`config.mk`:
```
export PLATFORM = sky130hd
export DESIGN_NAME = key_press_relay_control
export DESIGN_NICKNAME = d
export VERILOG_FILES = /design/src/hdl/kprc_pkg.sv /design/src/hdl/kprc_key_channel.sv /design/src/hdl/kprc_relay_logic.sv /design/src/hdl/kprc_out_buffer.sv /design/src/hdl/key_press_relay_control.sv
export VERILOG_INCLUDE_DIRS = /design/src /design/src/hdl
export SDC_FILE = /design/constraint.sdc
export NUM_CORES = 1
export LEC_CHECK = 0
export BUFFER_PORTS_ARGS = -buffer_cell sky130_fd_sc_hd__buf_2
export CAP_MARGIN = 40
export CORE_ASPECT_RATIO = 0.9
export CORE_MARGIN = 4
export CORE_UTILIZATION = 40
export CTS_BUF_LIST = sky130_fd_sc_hd__clkbuf_8 sky130_fd_sc_hd__clkbuf_16
export DETAILED_ROUTE_END_ITERATION = 7
export PLACE_DENSITY_LB_ADDON = 0.05
export REMOVE_ABC_BUFFERS = 1
export SYNTH_ARGS = -nofsm -noshare
export SYNTH_HDL_FRONTEND = slang
export SYNTH_SLANG_ARGS = --single-unit
```
`constraint.sdc`:
```
create_clock -name clk -period 7.9 [get_ports clk]
set_input_delay 0.79 -clock clk [delete_from_list [all_inputs] [get_ports clk]]
set_output_delay 0.79 -clock clk [all_outputs]
set_load 0.05 [all_outputs]
```
`src/hdl/key_press_relay_control_defines.svh`:
```
// ---------------------------------------------------------------------------
// key press relay control assertion macros
// shared concurrent check macros, compiled out when SYNTH is defined
// ---------------------------------------------------------------------------
`ifndef KEY_PRESS_RELAY_CONTROL_DEFINES_SVH
`define KEY_PRESS_RELAY_CONTROL_DEFINES_SVH

`ifndef SYNTH
// property holds on every clock edge outside reset
`define KPRC_ASSERT(lbl, prop, msg) \
    lbl: assert property (@(posedge clk) disable iff (!rst_n) prop) else $error(msg);
// expression never true outside reset
`define KPRC_ASSERT_NEVER(lbl, expr, msg) \
    lbl: assert property (@(posedge clk) disable iff (!rst_n) !(expr)) else $error(msg);
`else
`define KPRC_ASSERT(lbl, prop, msg)
`define KPRC_ASSERT_NEVER(lbl, expr, msg)
`endif

`endif

```
`src/hdl/kprc_pkg.sv`:
```
// ---------------------------------------------------------------------------
// kprc_pkg
// shared types and constants of the key press relay controller
// ---------------------------------------------------------------------------
package kprc_pkg;

    // configuration port
    localparam int CFG_INDEX_W = 2;
    localparam int CFG_DATA_W  = 16;

    // register field widths
    localparam int THRESH_W = 16;
    localparam int SETTLE_W = 8;

    // register indexes
    typedef enum logic [CFG_INDEX_W-1:0] {
        CFG_LOCK_MODE   = 2'd0,
        CFG_LONG_PRESS  = 2'd1,
        CFG_SHORT_PRESS = 2'd2,
        CFG_SETTLE      = 2'd3
    } cfg_reg_e;

    // register reset values
    localparam logic [THRESH_W-1:0] LONG_PRESS_RESET  = 16'd1000;
    localparam logic [THRESH_W-1:0] SHORT_PRESS_RESET = 16'd20;
    localparam logic [SETTLE_W-1:0] SETTLE_RESET      = 8'd2;

    // classified release of one key in the current transaction
    typedef struct packed {
        logic long_press;
        logic short_press;
    } key_event_t;

endpackage

```
`src/hdl/kprc_key_channel.sv`:
```
// ---------------------------------------------------------------------------
// kprc_key_channel
// per-key settle counter, press timer and release classification
// ---------------------------------------------------------------------------
`include "key_press_relay_control_defines.svh"

module kprc_key_channel
    import kprc_pkg::*;
#(
    parameter int TIMER_WIDTH = 16
)
(
    input  logic                clk,
    input  logic                rst_n,
    input  logic                enable,
    input  logic                level,
    input  logic [SETTLE_W-1:0] settle_load,
    input  logic [THRESH_W-1:0] long_press_ticks,
    input  logic [THRESH_W-1:0] short_press_ticks,
    output key_event_t          key_event
);

    localparam int CMP_W = (TIMER_WIDTH > THRESH_W) ? TIMER_WIDTH : THRESH_W;

    logic                   prev_level_reg, prev_level_next;
    logic                   sampled_reg, sampled_next;
    logic [SETTLE_W-1:0]    settle_reg, settle_next;
    logic [TIMER_WIDTH-1:0] timer_reg, timer_next;

    logic                   timer_sat;
    logic [TIMER_WIDTH-1:0] timer_inc;
    logic                   sample;
    logic                   release_hit;
    logic [CMP_W-1:0]       held_ext;
    logic                   over_long;
    logic                   over_short;

    assign timer_sat = (timer_reg == {TIMER_WIDTH{1'b1}});
    assign timer_inc = timer_sat ? timer_reg : timer_reg + TIMER_WIDTH'(1);
    assign held_ext  = CMP_W'(timer_inc);
    assign over_long  = held_ext > CMP_W'(long_press_ticks);
    assign over_short = held_ext > CMP_W'(short_press_ticks);

    always_comb
    begin
        settle_next = settle_reg;
        sample      = 1'b0;
        if (level != prev_level_reg)
        begin
            settle_next = settle_load;
        end
        else if (settle_reg != '0)
        begin
            settle_next = settle_reg - SETTLE_W'(1);
            sample      = (settle_reg == SETTLE_W'(1));
        end

        timer_next   = timer_inc;
        sampled_next = sampled_reg;
        release_hit  = 1'b0;
        if (sample)
        begin
            if (!level)
            begin
                // press seen, restart timing
                timer_next   = '0;
                sampled_next = 1'b0;
            end
            else
            begin
                release_hit  = !sampled_reg;
                sampled_next = 1'b1;
            end
        end

        prev_level_next = level;

        key_event.long_press  = release_hit && over_long;
        key_event.short_press = release_hit && !over_long && over_short;
    end

    always_ff @(posedge clk or negedge rst_n)
    begin
        if (!rst_n)
        begin
            prev_level_reg <= 1'b1;
            sampled_reg    <= 1'b1;
            settle_reg     <= '0;
            timer_reg      <= '0;
        end
        else if (enable)
        begin
            prev_level_reg <= prev_level_next;
            sampled_reg    <= sampled_next;
            settle_reg     <= settle_next;
            timer_reg      <= timer_next;
        end
    end

    // a classified release only comes from an expiring counter on a quiet tick
    `KPRC_ASSERT(a_event_on_expiry,
        (key_event.long_press || key_event.short_press) |->
            (settle_reg == SETTLE_W'(1) && level == prev_level_reg && !sampled_reg),
        "key event without settle expiry after a press")

endmodule

```
`src/hdl/kprc_relay_logic.sv`:
```
// ---------------------------------------------------------------------------
// kprc_relay_logic
// applies key events in ascending key order to relay state and long flag
// ---------------------------------------------------------------------------
`include "key_press_relay_control_defines.svh"

module kprc_relay_logic
    import kprc_pkg::*;
#(
    parameter int NUM_KEYS = 4
)
(
    input  logic                            clk,
    input  logic                            rst_n,
    input  logic                            enable,
    input  logic                            lock_mode,
    input  key_event_t [NUM_KEYS-1:0]       key_events,
    output logic [NUM_KEYS-1:0]             relay_next,
    output logic [NUM_KEYS-1:0]             start_next,
    output logic [NUM_KEYS-1:0]             stop_next,
    output logic [NUM_KEYS-1:0]             toggle_next,
    output logic                            long_flag_next
);

    logic [NUM_KEYS-1:0] relay_reg;
    logic                long_flag_reg;
    logic [NUM_KEYS-1:0] others;

    always_comb
    begin
        relay_next     = relay_reg;
        start_next     = '0;
        stop_next      = '0;
        toggle_next    = '0;
        long_flag_next = long_flag_reg;
        others         = '0;
        for (int k = 0; k < NUM_KEYS; k++)
        begin
            others    = '1;
            others[k] = 1'b0;
            if (key_events[k].long_press)
            begin
                long_flag_next = 1'b1;
            end
            else if (key_events[k].short_press)
            begin
                toggle_next[k] = 1'b1;
                if (!relay_next[k])
                begin
                    relay_next[k] = 1'b1;
                    start_next[k] = 1'b1;
                    if (lock_mode)
                    begin
                        relay_next = relay_next & ~others;
                        stop_next  = stop_next | others;
                    end
                end
                else
                begin
                    relay_next[k] = 1'b0;
                    stop_next[k]  = 1'b1;
                end
            end
        end
    end

    always_ff @(posedge clk or negedge rst_n)
    begin
        if (!rst_n)
        begin
            relay_reg     <= '0;
            long_flag_reg <= 1'b0;
        end
        else if (enable)
        begin
            relay_reg     <= relay_next;
            long_flag_reg <= long_flag_next;
        end
    end

    `KPRC_ASSERT(a_long_flag_sticky, long_flag_reg |=> long_flag_reg,
        "long press flag cleared outside reset")
    `KPRC_ASSERT_NEVER(a_toggle_has_change, (toggle_next & ~(start_next | stop_next)) != '0,
        "toggle reported without relay change")

endmodule

```
`src/hdl/kprc_out_buffer.sv`:
```
// ---------------------------------------------------------------------------
// kprc_out_buffer
// result register with one skid entry that takes one more input under stall
// ---------------------------------------------------------------------------
`include "key_press_relay_control_defines.svh"

module kprc_out_buffer
#(
    parameter int WIDTH = 17
)
(
    input  logic             clk,
    input  logic             rst_n,
    input  logic             in_load,
    input  logic [WIDTH-1:0] in_data,
    output logic             full,
    output logic             out_valid,
    input  logic             out_stall,
    output logic [WIDTH-1:0] out_data
);

    logic             out_valid_reg, out_valid_next;
    logic [WIDTH-1:0] out_data_reg, out_data_next;
    logic             skid_valid_reg, skid_valid_next;
    logic [WIDTH-1:0] skid_data_reg, skid_data_next;

    always_comb
    begin
        out_valid_next  = out_valid_reg;
        out_data_next   = out_data_reg;
        skid_valid_next = skid_valid_reg;
        skid_data_next  = skid_data_reg;
        if (!out_valid_reg || !out_stall)
        begin
            if (skid_valid_reg)
            begin
                out_valid_next  = 1'b1;
                out_data_next   = skid_data_reg;
                skid_valid_next = 1'b0;
            end
            else
            begin
                out_valid_next = in_load;
                out_data_next  = in_data;
            end
        end
        else if (in_load)
        begin
            skid_valid_next = 1'b1;
            skid_data_next  = in_data;
        end
    end

    always_ff @(posedge clk or negedge rst_n)
    begin
        if (!rst_n)
        begin
            out_valid_reg  <= 1'b0;
            skid_valid_reg <= 1'b0;
        end
        else
        begin
            out_valid_reg  <= out_valid_next;
            skid_valid_reg <= skid_valid_next;
        end
    end

    always_ff @(posedge clk)
    begin
        out_data_reg  <= out_data_next;
        skid_data_reg <= skid_data_next;
    end

    assign full      = skid_valid_reg;
    assign out_valid = out_valid_reg;
    assign out_data  = out_data_reg;

    `KPRC_ASSERT(a_skid_behind_out, skid_valid_reg |-> out_valid_reg,
        "skid entry held while output register empty")
    `KPRC_ASSERT(a_skid_catches, (in_load && out_valid_reg && out_stall) |=> skid_valid_reg,
        "transaction under stall not captured in skid entry")

endmodule

```
`src/hdl/key_press_relay_control.sv`:
```
// ---------------------------------------------------------------------------
// key_press_relay_control
// debounced key short/long press detection driving toggled relays
// ---------------------------------------------------------------------------
// usage
//   input channel: one transaction per system tick carrying raw key levels
//   (in_valid, in_stall, key_levels); bit k is key k, low means pressed
//   output channel: exactly one result transaction per input transaction
//   (out_valid, out_stall, relay levels, pulse start/stop masks, toggle mask,
//   sticky long press flag)
//   config channel: cfg_valid/cfg_ready with cfg_index and cfg_data; ready is
//   always high, write only while no transaction is in flight
//   result path: all per-key counters and the ascending relay chain are
//   combinational between accept and the result register, which is loaded
//   directly, or from the skid entry after a stall
//   throughput: one transaction per cycle while in_stall is low
//   stall: a result waiting under out_stall does not block the next input,
//   which lands in a one-entry skid; in_stall rises only when that skid fills
//   reset: relays off, long flag clear, keys seen released, counters idle,
//   registers at their default values, both channels empty
// ---------------------------------------------------------------------------
module key_press_relay_control
    import kprc_pkg::*;
#(
    parameter int NUM_KEYS    = 4,
    parameter int TIMER_WIDTH = 16
)
(
    input  logic                   clk,
    input  logic                   rst_n,
    // input channel
    input  logic                   in_valid,
    output logic                   in_stall,
    input  logic [NUM_KEYS-1:0]    key_levels,
    // output channel
    output logic                   out_valid,
    input  logic                   out_stall,
    output logic [NUM_KEYS-1:0]    relay_levels,
    output logic [NUM_KEYS-1:0]    pulse_start_mask,
    output logic [NUM_KEYS-1:0]    pulse_stop_mask,
    output logic [NUM_KEYS-1:0]    toggle_mask,
    output logic                   long_press_flag,
    // config channel
    input  logic                   cfg_valid,
    output logic                   cfg_ready,
    input  logic [CFG_INDEX_W-1:0] cfg_index,
    input  logic [CFG_DATA_W-1:0]  cfg_data
);

    localparam int RESULT_W = 4 * NUM_KEYS + 1;

    // configuration registers
    logic                lock_mode_reg;
    logic [THRESH_W-1:0] long_press_reg;
    logic [THRESH_W-1:0] short_press_reg;
    logic [SETTLE_W-1:0] settle_reg;
    logic [SETTLE_W-1:0] settle_load;

    logic                      accept;
    logic                      skid_full;
    key_event_t [NUM_KEYS-1:0] key_events;

    logic [NUM_KEYS-1:0] relay_next;
    logic [NUM_KEYS-1:0] start_next;
    logic [NUM_KEYS-1:0] stop_next;
    logic [NUM_KEYS-1:0] toggle_next;
    logic                long_flag_next;
    logic [RESULT_W-1:0] result_next;
    logic [RESULT_W-1:0] result_out;

    assign cfg_ready = 1'b1;

    always_ff @(posedge clk or negedge rst_n)
    begin
        if (!rst_n)
        begin
            lock_mode_reg   <= 1'b0;
            long_press_reg  <= LONG_PRESS_RESET;
            short_press_reg <= SHORT_PRESS_RESET;
            settle_reg      <= SETTLE_RESET;
        end
        else if (cfg_valid && cfg_ready)
        begin
            unique case (cfg_reg_e'(cfg_index))
                CFG_LOCK_MODE:   lock_mode_reg   <= cfg_data[0];
                CFG_LONG_PRESS:  long_press_reg  <= cfg_data[THRESH_W-1:0];
                CFG_SHORT_PRESS: short_press_reg <= cfg_data[THRESH_W-1:0];
                CFG_SETTLE:      settle_reg      <= cfg_data[SETTLE_W-1:0];
            endcase
        end
    end

    // a settle time of zero behaves as one
    assign settle_load = (settle_reg == '0) ? SETTLE_W'(1) : settle_reg;

    // skid full is the only back pressure on the input
    assign in_stall = skid_full;
    assign accept   = in_valid && !in_stall;

    // one debounce and press timer per key
    for (genvar k = 0; k < NUM_KEYS; k++)
    begin : g_key
        kprc_key_channel #(
            .TIMER_WIDTH (TIMER_WIDTH)
        ) u_key (
            .clk               (clk),
            .rst_n             (rst_n),
            .enable            (accept),
            .level             (key_levels[k]),
            .settle_load       (settle_load),
            .long_press_ticks  (long_press_reg),
            .short_press_ticks (short_press_reg),
            .key_event         (key_events[k])
        );
    end

    // events resolved in ascending key order against relay state
    kprc_relay_logic #(
        .NUM_KEYS (NUM_KEYS)
    ) u_relay (
        .clk            (clk),
        .rst_n          (rst_n),
        .enable         (accept),
        .lock_mode      (lock_mode_reg),
        .key_events     (key_events),
        .relay_next     (relay_next),
        .start_next     (start_next),
        .stop_next      (stop_next),
        .toggle_next    (toggle_next),
        .long_flag_next (long_flag_next)
    );

    assign result_next = {relay_next, start_next, stop_next, toggle_next, long_flag_next};

    // result register plus skid entry
    kprc_out_buffer #(
        .WIDTH (RESULT_W)
    ) u_out (
        .clk       (clk),
        .rst_n     (rst_n),
        .in_load   (accept),
        .in_data   (result_next),
        .full      (skid_full),
        .out_valid (out_valid),
        .out_stall (out_stall),
        .out_data  (result_out)
    );

    assign relay_levels     = result_out[4*NUM_KEYS:3*NUM_KEYS+1];
    assign pulse_start_mask = result_out[3*NUM_KEYS:2*NUM_KEYS+1];
    assign pulse_stop_mask  = result_out[2*NUM_KEYS:NUM_KEYS+1];
    assign toggle_mask      = result_out[NUM_KEYS:1];
    assign long_press_flag  = result_out[0];

endmodule

```
==> report_table.html, run 1 <==
<table>
<tr><th>Metric</th><th>Value</th></tr>
<tr><th colspan="2">Clocking</th></tr>
<tr><td>Number of buffers created by CTS</td><td>17</td></tr>
<tr><td>Later-pin clock latency in the skew report</td><td>460 ps</td></tr>
<tr><td>Clock Sink Count</td><td>186</td></tr>
<tr><td>CTS tree</td><td>done</td></tr>
<tr><td>Number of setup buffers added after CTS</td><td>0</td></tr>
<tr><td>Root buffer selected by CTS</td><td>clkbuf_16</td></tr>
<tr><td>CTS Hold Buffers Added</td><td>0</td></tr>
<tr><td>H-tree depth</td><td>4</td></tr>
<tr><td>Clock slew at the register clock pins of the worst setup and hold paths</td><td>80 ps</td></tr>
<tr><td>Number of buffers on the longest clock path</td><td>2</td></tr>
<tr><td>PostCTS Resize Cnt</td><td>0</td></tr>
<tr><th colspan="2">Finish</th></tr>
<tr><td>Area of all placed cells without fillers</td><td>14100 um^2</td></tr>
<tr><td>Diode insertion count for antenna repair</td><td>0</td></tr>
<tr><td>Fraction of final layout cells with drive strength greater than 1</td><td>13.3%</td></tr>
<tr><td>Flip-flop count of the largest register, all copies and words added</td><td>64</td></tr>
<tr><td>Total Nets Final</td><td>1566</td></tr>
<tr><td>Area growth from synthesis to final layout</td><td>10.4%</td></tr>
<tr><th colspan="2">Critical path</th></tr>
<tr><td>Data required time at the worst endpoint</td><td>8110 ps</td></tr>
<tr><td>Largest delay share family, worst path</td><td>simple AND/OR/NAND/NOR gates</td></tr>
<tr><td>Bufs and invs on worst path</td><td>0</td></tr>
<tr><td>Chain of cells forming the critical path</td><td>and3_1 &gt; and4_1 &gt; nand4_1 &gt; nor3_2 &gt; nor2_1 &gt; and2_1 &gt; xor2_1 &gt; ha_1 &gt; nand4_1 &gt; nor2_1 &gt; a221o_1 &gt; o31ai_2 &gt; o32ai_4 &gt; a21oi_2 &gt; o21ai_0 &gt; ha_1 &gt; and2_1 &gt; mux2_2</td></tr>
<tr><td>Type of element capturing the critical path</td><td>flop</td></tr>
<tr><td>Cell with the largest stage delay on the worst path</td><td>dfrtp_1</td></tr>
<tr><td>Maximum fanout along the worst path</td><td>8</td></tr>
<tr><td>Crit path arrival time</td><td>5360 ps</td></tr>
<tr><td>Worst Setup Path Type</td><td>reg -&gt; reg</td></tr>
<tr><td>Critical Path Start Type</td><td>flop</td></tr>
<tr><td>Worst stage delay on the critical path</td><td>480 ps</td></tr>
<tr><th colspan="2">Routing</th></tr>
<tr><td>Count of vias placed by the detailed router</td><td>10.3k</td></tr>
<tr><td>Routed length on met3</td><td>1.17 mm</td></tr>
<tr><td>M1 wire length</td><td>18.3 mm</td></tr>
<tr><td>Vias per cell</td><td>5.66</td></tr>
<tr><td>Wire length reported by the detailed router</td><td>36.2 mm</td></tr>
<tr><td>Post-detailed-route wirelength per cell</td><td>20.0 um</td></tr>
<tr><td>Highest metal layer with signal wires</td><td>met4</td></tr>
<tr><td>Number of nets with antenna violations after detailed routing</td><td>0</td></tr>
<tr><td>Number of remaining DRC errors</td><td>0</td></tr>
<tr><td>DR WL met2</td><td>16.2 mm</td></tr>
<tr><td>1st-iter DRT viols</td><td>608</td></tr>
<tr><td>DR pass1 iterations</td><td>5</td></tr>
<tr><th colspan="2">Logic synthesis</th></tr>
<tr><td>Number of distinct library cells after synthesis</td><td>82</td></tr>
<tr><td>Gate count of the mapped netlist</td><td>1353</td></tr>
<tr><td>Seq/Total Area, Yosys</td><td>38.0%</td></tr>
<tr><td>Post-synthesis cell area</td><td>12700 um^2</td></tr>
<tr><td>Average instance area after synthesis</td><td>9.41 um^2</td></tr>
<tr><td>Post-synthesis async set-or-reset flop share</td><td>81.7%</td></tr>
<tr><td>Post-synth EDFFs</td><td>34</td></tr>
<tr><td>Post-synthesis sequential element count</td><td>186</td></tr>
<tr><td>Most used flip-flop cell after synthesis</td><td>dfrtp_1</td></tr>
<tr><td>Synthesis Warnings</td><td>0</td></tr>
<tr><th colspan="2">Global routing</th></tr>
<tr><td>All-layer global routing usage</td><td>21.1%</td></tr>
<tr><td>Number of antenna violations at the first check in global routing</td><td>0</td></tr>
<tr><td>Maximum number of pins on one net before global-route repair</td><td>69</td></tr>
<tr><td>Total gr overflow</td><td>0</td></tr>
<tr><td>Global-route wire length before repair</td><td>57.2 mm</td></tr>
<tr><td>Via count of the first global-routing pass</td><td>9852</td></tr>
<tr><th colspan="2">Place</th></tr>
<tr><td>Port Buffers</td><td>45</td></tr>
<tr><td>Cell area after placement</td><td>13500 um^2</td></tr>
<tr><td>Worst setup timing slack at the placement stage</td><td>2780 ps</td></tr>
<tr><td>RD Place Congestion</td><td>0.903</td></tr>
<tr><td>HPWL after DPL</td><td>26.6 mm</td></tr>
<tr><th colspan="2">Power</th></tr>
<tr><td>Maximum resistive drop on vdd</td><td>0.178 mV</td></tr>
<tr><td>Ratio of total power to cell area</td><td>239 nW/um^2</td></tr>
<tr><td>Standby leakage power</td><td>6.33 nW</td></tr>
<tr><th colspan="2">Job</th></tr>
<tr><td>Maximum Capacitance Violations</td><td>0</td></tr>
<tr><th colspan="2">Min path</th></tr>
<tr><td>Path category of the worst min-delay check</td><td>in -&gt; async</td></tr>
<tr><th colspan="2">Die</th></tr>
<tr><td>Die W</td><td>196 um</td></tr>
<tr><td>Initial Util</td><td>40.9%</td></tr>
<tr><td>Core Box Area</td><td>31100 um^2</td></tr>
<tr><td>Rows</td><td>61</td></tr>
<tr><td>Floorplan die area</td><td>34800 um^2</td></tr>
<tr><td>Number of ports placed on the die boundary</td><td>47</td></tr>
<tr><td>Chip Height</td><td>177 um</td></tr>
<tr><th colspan="2">STA</th></tr>
<tr><td>Number of hold-slack violations in the final timing report</td><td>0</td></tr>
<tr><td>Final clock period utilization by the worst path</td><td>65.1%</td></tr>
<tr><td>Setup violations, final</td><td>0</td></tr>
<tr><td>RSZ-0062 raised after global routing</td><td>false</td></tr>
<tr><td>Final worst slack</td><td>2750 ps</td></tr>
<tr><td>Slew at the pin with the worst max-slew slack</td><td>867 ps</td></tr>
<tr><td>Fin Setup TNS</td><td>0 ps</td></tr>
<tr><td>Clock Skew</td><td>16.0 ps</td></tr>
<tr><td>Achievable Freq</td><td>0.194 GHz</td></tr>
<tr><td>Clock period minus worst slack</td><td>5150 ps</td></tr>
<tr><td>Slew Viols, Final</td><td>0</td></tr>
<tr><td>Max transition margin</td><td>42.0%</td></tr>
<tr><th colspan="2">Run status</th></tr>
<tr><td>Result of the run</td><td>finished clean</td></tr>
</table>
## area by class of cell
type | instances | area, um^2
multi-input combinational | 1067 | 7520
tap | 409 | 512
timing repair buffer | 58 | 352
sequential | 186 | 4850
inverter | 60 | 225
clock inverter | 15 | 186
clock buffer | 17 | 425
fill | 3065 | 17100
## layer usage
metal / vias to the layer above / global-route usage, %
met5: - / 0
met4: 0 / 5.09
met3: 34 / 3.53
met2: 172 / 32.6
met1: 4956 / 30.9
li1: 5090 / -
## layout by cell type (no fill, tap or decap), drive strengths merged, types with 5 or more instances in the layout
master / n
mux2: 55
nor4: 13
clkinv: 9
and2: 12
nand4: 34
a31oi: 15
a21o: 12
edfxtp: 34
and4: 6
o211ai: 8
dfrtp: 135
xor2: 15
a22o: 36
nand2b: 13
or3: 9
dfstp: 17
o21a: 6
xnor2: 35
a21oi: 110
o21ai: 105
inv: 64
a22oi: 9
nor2b: 10
nand3: 51
nor2: 88
buf: 58
o31ai: 29
nor3: 32
clkbuf: 17
nor3b: 5
nand2: 136
and3: 15
ha: 149
## worst reg2reg max path, cell delays in order, from the launching register on
cell and delay, ps:
dfrtp_1 480, and3_1 280, and4_1 250, nand4_1 190
nor3_2 450, nor2_1 160, and2_1 200, xor2_1 270
ha_1 320, nand4_1 160, nor2_1 60, a221o_1 370
o31ai_2 450, o32ai_4 260, a21oi_2 280, o21ai_0 130
ha_1 190, and2_1 150, mux2_2 260
## synth_stat cells, types with 10 or more instances
| cell | instances | share of area [%] |
|---|---|---|
| a31oi_1 | 14 | 0.69 |
| nor2b_1 | 10 | 0.49 |
| o31ai_1 | 28 | 1.7 |
| and3_1 | 15 | 0.74 |
| nand2_1 | 136 | 4.0 |
| dfstp_2 | 17 | 3.5 |
| mux2_2 | 55 | 4.9 |
| and2_1 | 12 | 0.59 |
| xnor2_1 | 34 | 2.3 |
| nand2b_1 | 13 | 0.64 |
| clkbuf_1 | 36 | 1.1 |
| a21o_1 | 12 | 0.71 |
| ha_1 | 149 | 15 |
| a22o_1 | 36 | 2.5 |
| inv_1 | 58 | 1.7 |
| a21oi_1 | 108 | 4.2 |
| nor4_1 | 13 | 0.64 |
| nand3_1 | 50 | 2.0 |
| nor3_1 | 30 | 1.2 |
| edfxtp_1 | 34 | 8.0 |
| nand4_1 | 34 | 1.7 |
| nor2_1 | 88 | 2.6 |
| xor2_1 | 15 | 1.0 |
| o21ai_0 | 102 | 4.0 |
| dfrtp_1 | 135 | 27 |
## where the power goes
group / total, mW / switching (mW) / internal [mW]
Clock: 0.910 / 0.455 / 0.455
Combinational: 1.10 / 0.688 / 0.413
Sequential: 1.34 / 0.185 / 1.16
## stage by stage
| step | hold WS [ps] | total power [mW] | utilization [%] | cells |
|---|---|---|---|---|
| final | 253 | 3.35 | 45.2 | 1812 |
| after CTS | 264 | 3.38 | 45.2 | 1812 |
| after global routing | 267 | 3.61 | 45.2 | 1812 |
| after detailed placement | 465 | 2.46 | 43.2 | 1780 |
| after floorplan | 446 | 2.09 | - | 1313 |
| after global placement | 454 | 2.43 | 43.0 | 1776 |
## worst paths after layout
kind / cells past startpoint / slack, ps / endpoint / startpoint
setup / recovery: 18 / 2750 / u_out.out_data[12] / g_key[0].u_key.timer_reg[2]
hold / removal: 1 / 250 / g_key[2].u_key.timer_reg[15] / rst_n
setup reg to reg: 18 / 2750 / u_out.out_data[12] / g_key[0].u_key.timer_reg[2]
hold reg to reg: 2 / 470 / g_key[2].u_key.prev_level_reg / g_key[2].u_key.prev_level_reg
max in group asynchronous: 2 / 6520 / g_key[2].u_key.settle_reg[6] / rst_n
min in group clk: 2 / 470 / g_key[2].u_key.prev_level_reg / g_key[2].u_key.prev_level_reg
## kinds of logic after synthesis
family,count (synthesis),synth area share (%)
AO/OA/AOI/OAI,368,18.6
XOR/XNOR,50,3.50
adder cells (fa/ha/maj),149,14.6
buffers and inverters,100,3.00
flip-flops,186,38.0
multiplexers,55,4.86
other,1,0.0294
AND/OR/NAND/NOR,444,17.3
(Power assumes the default switching activity.)
==> run 2: changes to the inputs <==
--- a/config.mk
+++ b/config.mk
@@ -6,6 +6,7 @@
 export SDC_FILE = /design/constraint.sdc
 export NUM_CORES = 1
 export LEC_CHECK = 0
+export ABC_AREA = 1
 export BUFFER_PORTS_ARGS = -buffer_cell sky130_fd_sc_hd__buf_2
 export CAP_MARGIN = 40
 export CORE_ASPECT_RATIO = 0.9
==> constraint.sdc (replaced) <==
create_clock -name clk -period 4.4 [get_ports clk]
set_input_delay 0.44 -clock clk [delete_from_list [all_inputs] [get_ports clk]]
set_output_delay 0.44 -clock clk [all_outputs]
set_load 0.05 [all_outputs]
==> run 2 against run 1 <==
Final cell count grew 21%. Synthesized cell count grew 26%. Clock skew up 2.3 ps. Fmax grew 25%. Count of clock-buffer cells in the layout grew 1. Worst setup slack lost 2500 ps. Combinational power grew to 2.8 times the previous value. Critical path type unchanged. Critical endpoint is now u_out.out_data[15]. Largest cell class unchanged. Largest power group is now combinational logic. Highest routed layer unchanged.
==> report_table.html, run 2 <==
<table>
<tr><th>Metric</th><th>Value</th></tr>
<tr><th colspan="2">Finish</th></tr>
<tr><td>Flip-flop count of the largest register, all copies and words added</td><td>64 (unchanged)</td></tr>
<tr><td>Diode insertion count for antenna repair</td><td>0 (unchanged)</td></tr>
<tr><td>Commonest cells after routing, fill and taps aside</td><td>336 x nand2_1, 278 x inv_1, 161 x o21ai_0 (was 149 x ha_1, 135 x nand2_1, 135 x dfrtp_1)</td></tr>
<tr><td>Fraction of final layout cells with drive strength greater than 1</td><td>10.4% (was 13.3%)</td></tr>
<tr><td>Layout Cells excl Fill</td><td>2196 (was 1812)</td></tr>
<tr><td>Utilization after layout</td><td>45.8% (was 45.2%)</td></tr>
<tr><td>Area of all placed cells without fillers</td><td>14700 um^2 (was 14100 um^2)</td></tr>
<tr><td>Area growth from synthesis to final layout</td><td>12.4% (was 10.4%)</td></tr>
<tr><td>Commonest non-fill, non-tap cell in the layout</td><td>nand2_1 (was ha_1)</td></tr>
<tr><td>Total Nets Final</td><td>1943 (was 1566)</td></tr>
<tr><th colspan="2">Logic synthesis</th></tr>
<tr><td>Fraction of post-synthesis cell area in the top cell type by area</td><td>25.8% (was 26.5%)</td></tr>
<tr><td>Average instance area after synthesis</td><td>7.68 um^2 (was 9.41 um^2)</td></tr>
<tr><td>Synth cell count leaders</td><td>341 x nand2_1, 278 x inv_1, 163 x o21ai_0 (was 149 x ha_1, 136 x nand2_1, 135 x dfrtp_1)</td></tr>
<tr><td>Most used flip-flop cell after synthesis</td><td>dfrtp_1 (unchanged)</td></tr>
<tr><td>Gate count of the mapped netlist</td><td>1704 (was 1353)</td></tr>
<tr><td>Post-synthesis cell area</td><td>13100 um^2 (was 12700 um^2)</td></tr>
<tr><td>Most area-hungry cell type in the Yosys netlist</td><td>dfrtp_1 (unchanged)</td></tr>
<tr><td>Synth top area cells</td><td>dfrtp_1 26%, ha_1 14%, nand2_1 9.8% (was dfrtp_1 27%, ha_1 15%, edfxtp_1 8.0%)</td></tr>
<tr><td>Post-synthesis async set-or-reset flop share</td><td>81.7% (unchanged)</td></tr>
<tr><td>Most frequent cell after synthesis</td><td>nand2_1 (was ha_1)</td></tr>
<tr><td>Post-synth EDFFs</td><td>34 (unchanged)</td></tr>
<tr><td>Number of distinct library cells after synthesis</td><td>53 (was 82)</td></tr>
<tr><td>Post-synthesis sequential element count</td><td>186 (unchanged)</td></tr>
<tr><td>Seq/Total Area, Yosys</td><td>37.0% (was 38.0%)</td></tr>
<tr><td>Synthesis Warnings</td><td>0 (unchanged)</td></tr>
<tr><th colspan="2">Die</th></tr>
<tr><td>Die W</td><td>199 um (was 196 um)</td></tr>
<tr><td>Core Box Area</td><td>32100 um^2 (was 31100 um^2)</td></tr>
<tr><td>Chip Height</td><td>180 um (was 177 um)</td></tr>
<tr><td>Floorplan die area</td><td>35700 um^2 (was 34800 um^2)</td></tr>
<tr><td>Number of ports placed on the die boundary</td><td>47 (unchanged)</td></tr>
<tr><td>Rows</td><td>62 (was 61)</td></tr>
<tr><td>Initial Util</td><td>40.7% (was 40.9%)</td></tr>
<tr><th colspan="2">STA</th></tr>
<tr><td>Setup violations, final</td><td>0 (unchanged)</td></tr>
<tr><td>Clock period minus worst slack</td><td>4100 ps (was 5150 ps)</td></tr>
<tr><td>Final worst slack</td><td>295 ps (was 2750 ps)</td></tr>
<tr><td>RSZ-0062 raised after global routing</td><td>true (was false)</td></tr>
<tr><td>Slew Viols, Final</td><td>0 (unchanged)</td></tr>
<tr><td>Fin Setup TNS</td><td>0 ps (unchanged)</td></tr>
<tr><td>Achievable Freq</td><td>0.244 GHz (was 0.194 GHz)</td></tr>
<tr><td>Final clock period utilization by the worst path</td><td>93.3% (was 65.1%)</td></tr>
<tr><td>Slew at the pin with the worst max-slew slack</td><td>858 ps (was 867 ps)</td></tr>
<tr><td>Number of hold-slack violations in the final timing report</td><td>0 (unchanged)</td></tr>
<tr><td>Worst Hold Slack</td><td>200 ps (was 253 ps)</td></tr>
<tr><td>Max transition margin</td><td>42.6% (was 42.0%)</td></tr>
<tr><td>Clock Skew</td><td>18.3 ps (was 16.0 ps)</td></tr>
<tr><th colspan="2">Critical path</th></tr>
<tr><td>Type of element capturing the critical path</td><td>flop (unchanged)</td></tr>
<tr><td>Worst reg2reg setup slack</td><td>300 ps (was 2750 ps)</td></tr>
<tr><td>Data required time at the worst endpoint</td><td>4740 ps (was 8110 ps)</td></tr>
<tr><td>Critical path startpoint</td><td>g_key[0].u_key.timer_reg[0] (was g_key[0].u_key.timer_reg[2])</td></tr>
<tr><td>Maximum fanout along the worst path</td><td>7 (was 8)</td></tr>
<tr><td>Critical Path Start Type</td><td>flop (unchanged)</td></tr>
<tr><td>Crit path arrival time</td><td>4440 ps (was 5360 ps)</td></tr>
<tr><td>Worst Setup Path Type</td><td>reg -&gt; reg (unchanged)</td></tr>
<tr><td>R2R Path Start</td><td>g_key[0].u_key.timer_reg[0] (was g_key[0].u_key.timer_reg[2])</td></tr>
<tr><th colspan="2">Routing</th></tr>
<tr><td>DR pass1 iterations</td><td>5 (unchanged)</td></tr>
<tr><td>Count of vias placed by the detailed router</td><td>11.3k (was 10.3k)</td></tr>
<tr><td>1st-iter DRT viols</td><td>794 (was 608)</td></tr>
<tr><td>Post-detailed-route wirelength per cell</td><td>16.8 um (was 20.0 um)</td></tr>
<tr><td>Number of nets with antenna violations after detailed routing</td><td>0 (unchanged)</td></tr>
<tr><td>Wire length reported by the detailed router</td><td>36.9 mm (was 36.2 mm)</td></tr>
<tr><td>Vias per cell</td><td>5.15 (was 5.66)</td></tr>
<tr><td>Number of remaining DRC errors</td><td>0 (unchanged)</td></tr>
<tr><th colspan="2">Power</th></tr>
<tr><td>Overall power consumption</td><td>7.14 mW (was 3.35 mW)</td></tr>
<tr><td>Ratio of total power to cell area</td><td>486 nW/um^2 (was 239 nW/um^2)</td></tr>
<tr><td>Standby leakage power</td><td>7.37 nW (was 6.33 nW)</td></tr>
<tr><td>Maximum resistive drop on vdd</td><td>0.354 mV (was 0.178 mV)</td></tr>
<tr><th colspan="2">Clocking</th></tr>
<tr><td>Number of buffers on the longest clock path</td><td>2 (unchanged)</td></tr>
<tr><td>Number of buffers created by CTS</td><td>17 (unchanged)</td></tr>
<tr><td>Root buffer selected by CTS</td><td>clkbuf_16 (unchanged)</td></tr>
<tr><td>Later-pin clock latency in the skew report</td><td>470 ps (was 460 ps)</td></tr>
<tr><td>Clock slew at the register clock pins of the worst setup and hold paths</td><td>80 ps (about the same)</td></tr>
<tr><td>Clock Sink Count</td><td>186 (unchanged)</td></tr>
<tr><td>H-tree depth</td><td>4 (unchanged)</td></tr>
<tr><td>CTS tree</td><td>done (unchanged)</td></tr>
<tr><th colspan="2">Global routing</th></tr>
<tr><td>Global-route wire length before repair</td><td>58.7 mm (was 57.2 mm)</td></tr>
<tr><td>Maximum number of pins on one net before global-route repair</td><td>88 (was 69)</td></tr>
<tr><td>All-layer global routing usage</td><td>20.8% (was 21.1%)</td></tr>
<tr><td>Total gr overflow</td><td>0 (unchanged)</td></tr>
<tr><td>Via count of the first global-routing pass</td><td>10.7k (was 9852)</td></tr>
<tr><td>Number of antenna violations at the first check in global routing</td><td>0 (unchanged)</td></tr>
<tr><th colspan="2">Min path</th></tr>
<tr><td>Startpoint of the tightest hold check path</td><td>in_valid</td></tr>
<tr><td>Path category of the worst min-delay check</td><td>in -&gt; reg (was in -&gt; async)</td></tr>
<tr><th colspan="2">Place</th></tr>
<tr><td>Cell area after placement</td><td>13900 um^2 (was 13500 um^2)</td></tr>
<tr><td>Placed cells</td><td>2159 (was 1780)</td></tr>
<tr><td>HPWL after DPL</td><td>28.2 mm (was 26.6 mm)</td></tr>
<tr><td>Worst setup timing slack at the placement stage</td><td>195 ps (was 2780 ps)</td></tr>
<tr><td>Port Buffers</td><td>45 (unchanged)</td></tr>
<tr><td>RD Place Congestion</td><td>0.880 (was 0.903)</td></tr>
<tr><th colspan="2">Run status</th></tr>
<tr><td>Result of the run</td><td>finished clean (unchanged)</td></tr>
<tr><th colspan="2">Job</th></tr>
<tr><td>Maximum Capacitance Violations</td><td>0 (unchanged)</td></tr>
</table>
## run 2: what timing repair did
item                       CTS  global route
hold buffers                 1             0
gates resized for setup      0            34
setup endpoints to repair    0            23
hold endpoints to repair     5             0
setup buffers                0             4
## run 2: routing by layer
layer	routed length, um	GRT usage [%]
met1	19200	32.3
met2	15500	30.3
met3	1650	3.14
met4	566	5.14
met5	0	0
## run 2: report_power, final
group          internal (mW)  switching (mW)  leakage [nW]  total (mW)
Sequential              2.16           0.312          2.24        2.47
Combinational           1.09            2.04          4.84        3.13
Clock                  0.815           0.724         0.287        1.54
## run 2: path summary, 6_finish.rpt
| check | depth (start not counted) | endpoint |
|---|---|---|
| hold / removal | 3 | u_out.out_valid |
| max in group asynchronous | 3 | settle_reg[1] |
| min in group asynchronous | 2 | g_key[0].u_key.timer_reg[14] |
| hold reg to reg | 2 | short_press_reg[14] |
| setup / recovery | 26 | u_out.out_data[15] |
| setup reg to reg | 26 | u_out.out_data[15] |
## run 2: critical path, stage by stage (launching register included)
cell	delay, ps
dfrtp_1	440
ha_1	170
inv_1	80
nor3_4	150
nand3_2	150
nor2_4	130
nand2_2	90
nor2_4	200
buf_4	150
buf_4	110
nor3_1	40
o21bai_1	200
inv_1	140
ha_1	260
nand2_1	80
nor2_1	50
and2_1	140
nand2_1	70
nand3_2	80
a21oi_2	210
nand3_4	130
nand3_4	150
ha_1	240
or2_2	300
nand2_1	90
nand3_1	70
nand2_1	70
## run 2: cells by family (layout without fill, tap and decap cells)
logic type / Yosys count / after routing / synth area share [%]
AO/OA/AOI/OAI: 338 / 338 / 13.9
XOR/XNOR: 37 / 37 / 2.62
adder cells (fa/ha/maj): 149 / 149 / 14.2
buffers and inverters: 316 / 392 / 9.18
flip-flops: 186 / 186 / 37.0
other: 1 / 1 / 0.0287
AND/OR/NAND/NOR: 677 / 677 / 23.0
## run 2: area by class of cell
class / count / area (um^2)
fill: 3233 / 17400
multi-input combinational: 1202 / 7190
sequential: 186 / 4850
inverter: 284 / 1070
tap: 416 / 520
timing repair buffer: 76 / 507
clock buffer: 18 / 450
clock inverter: 14 / 120
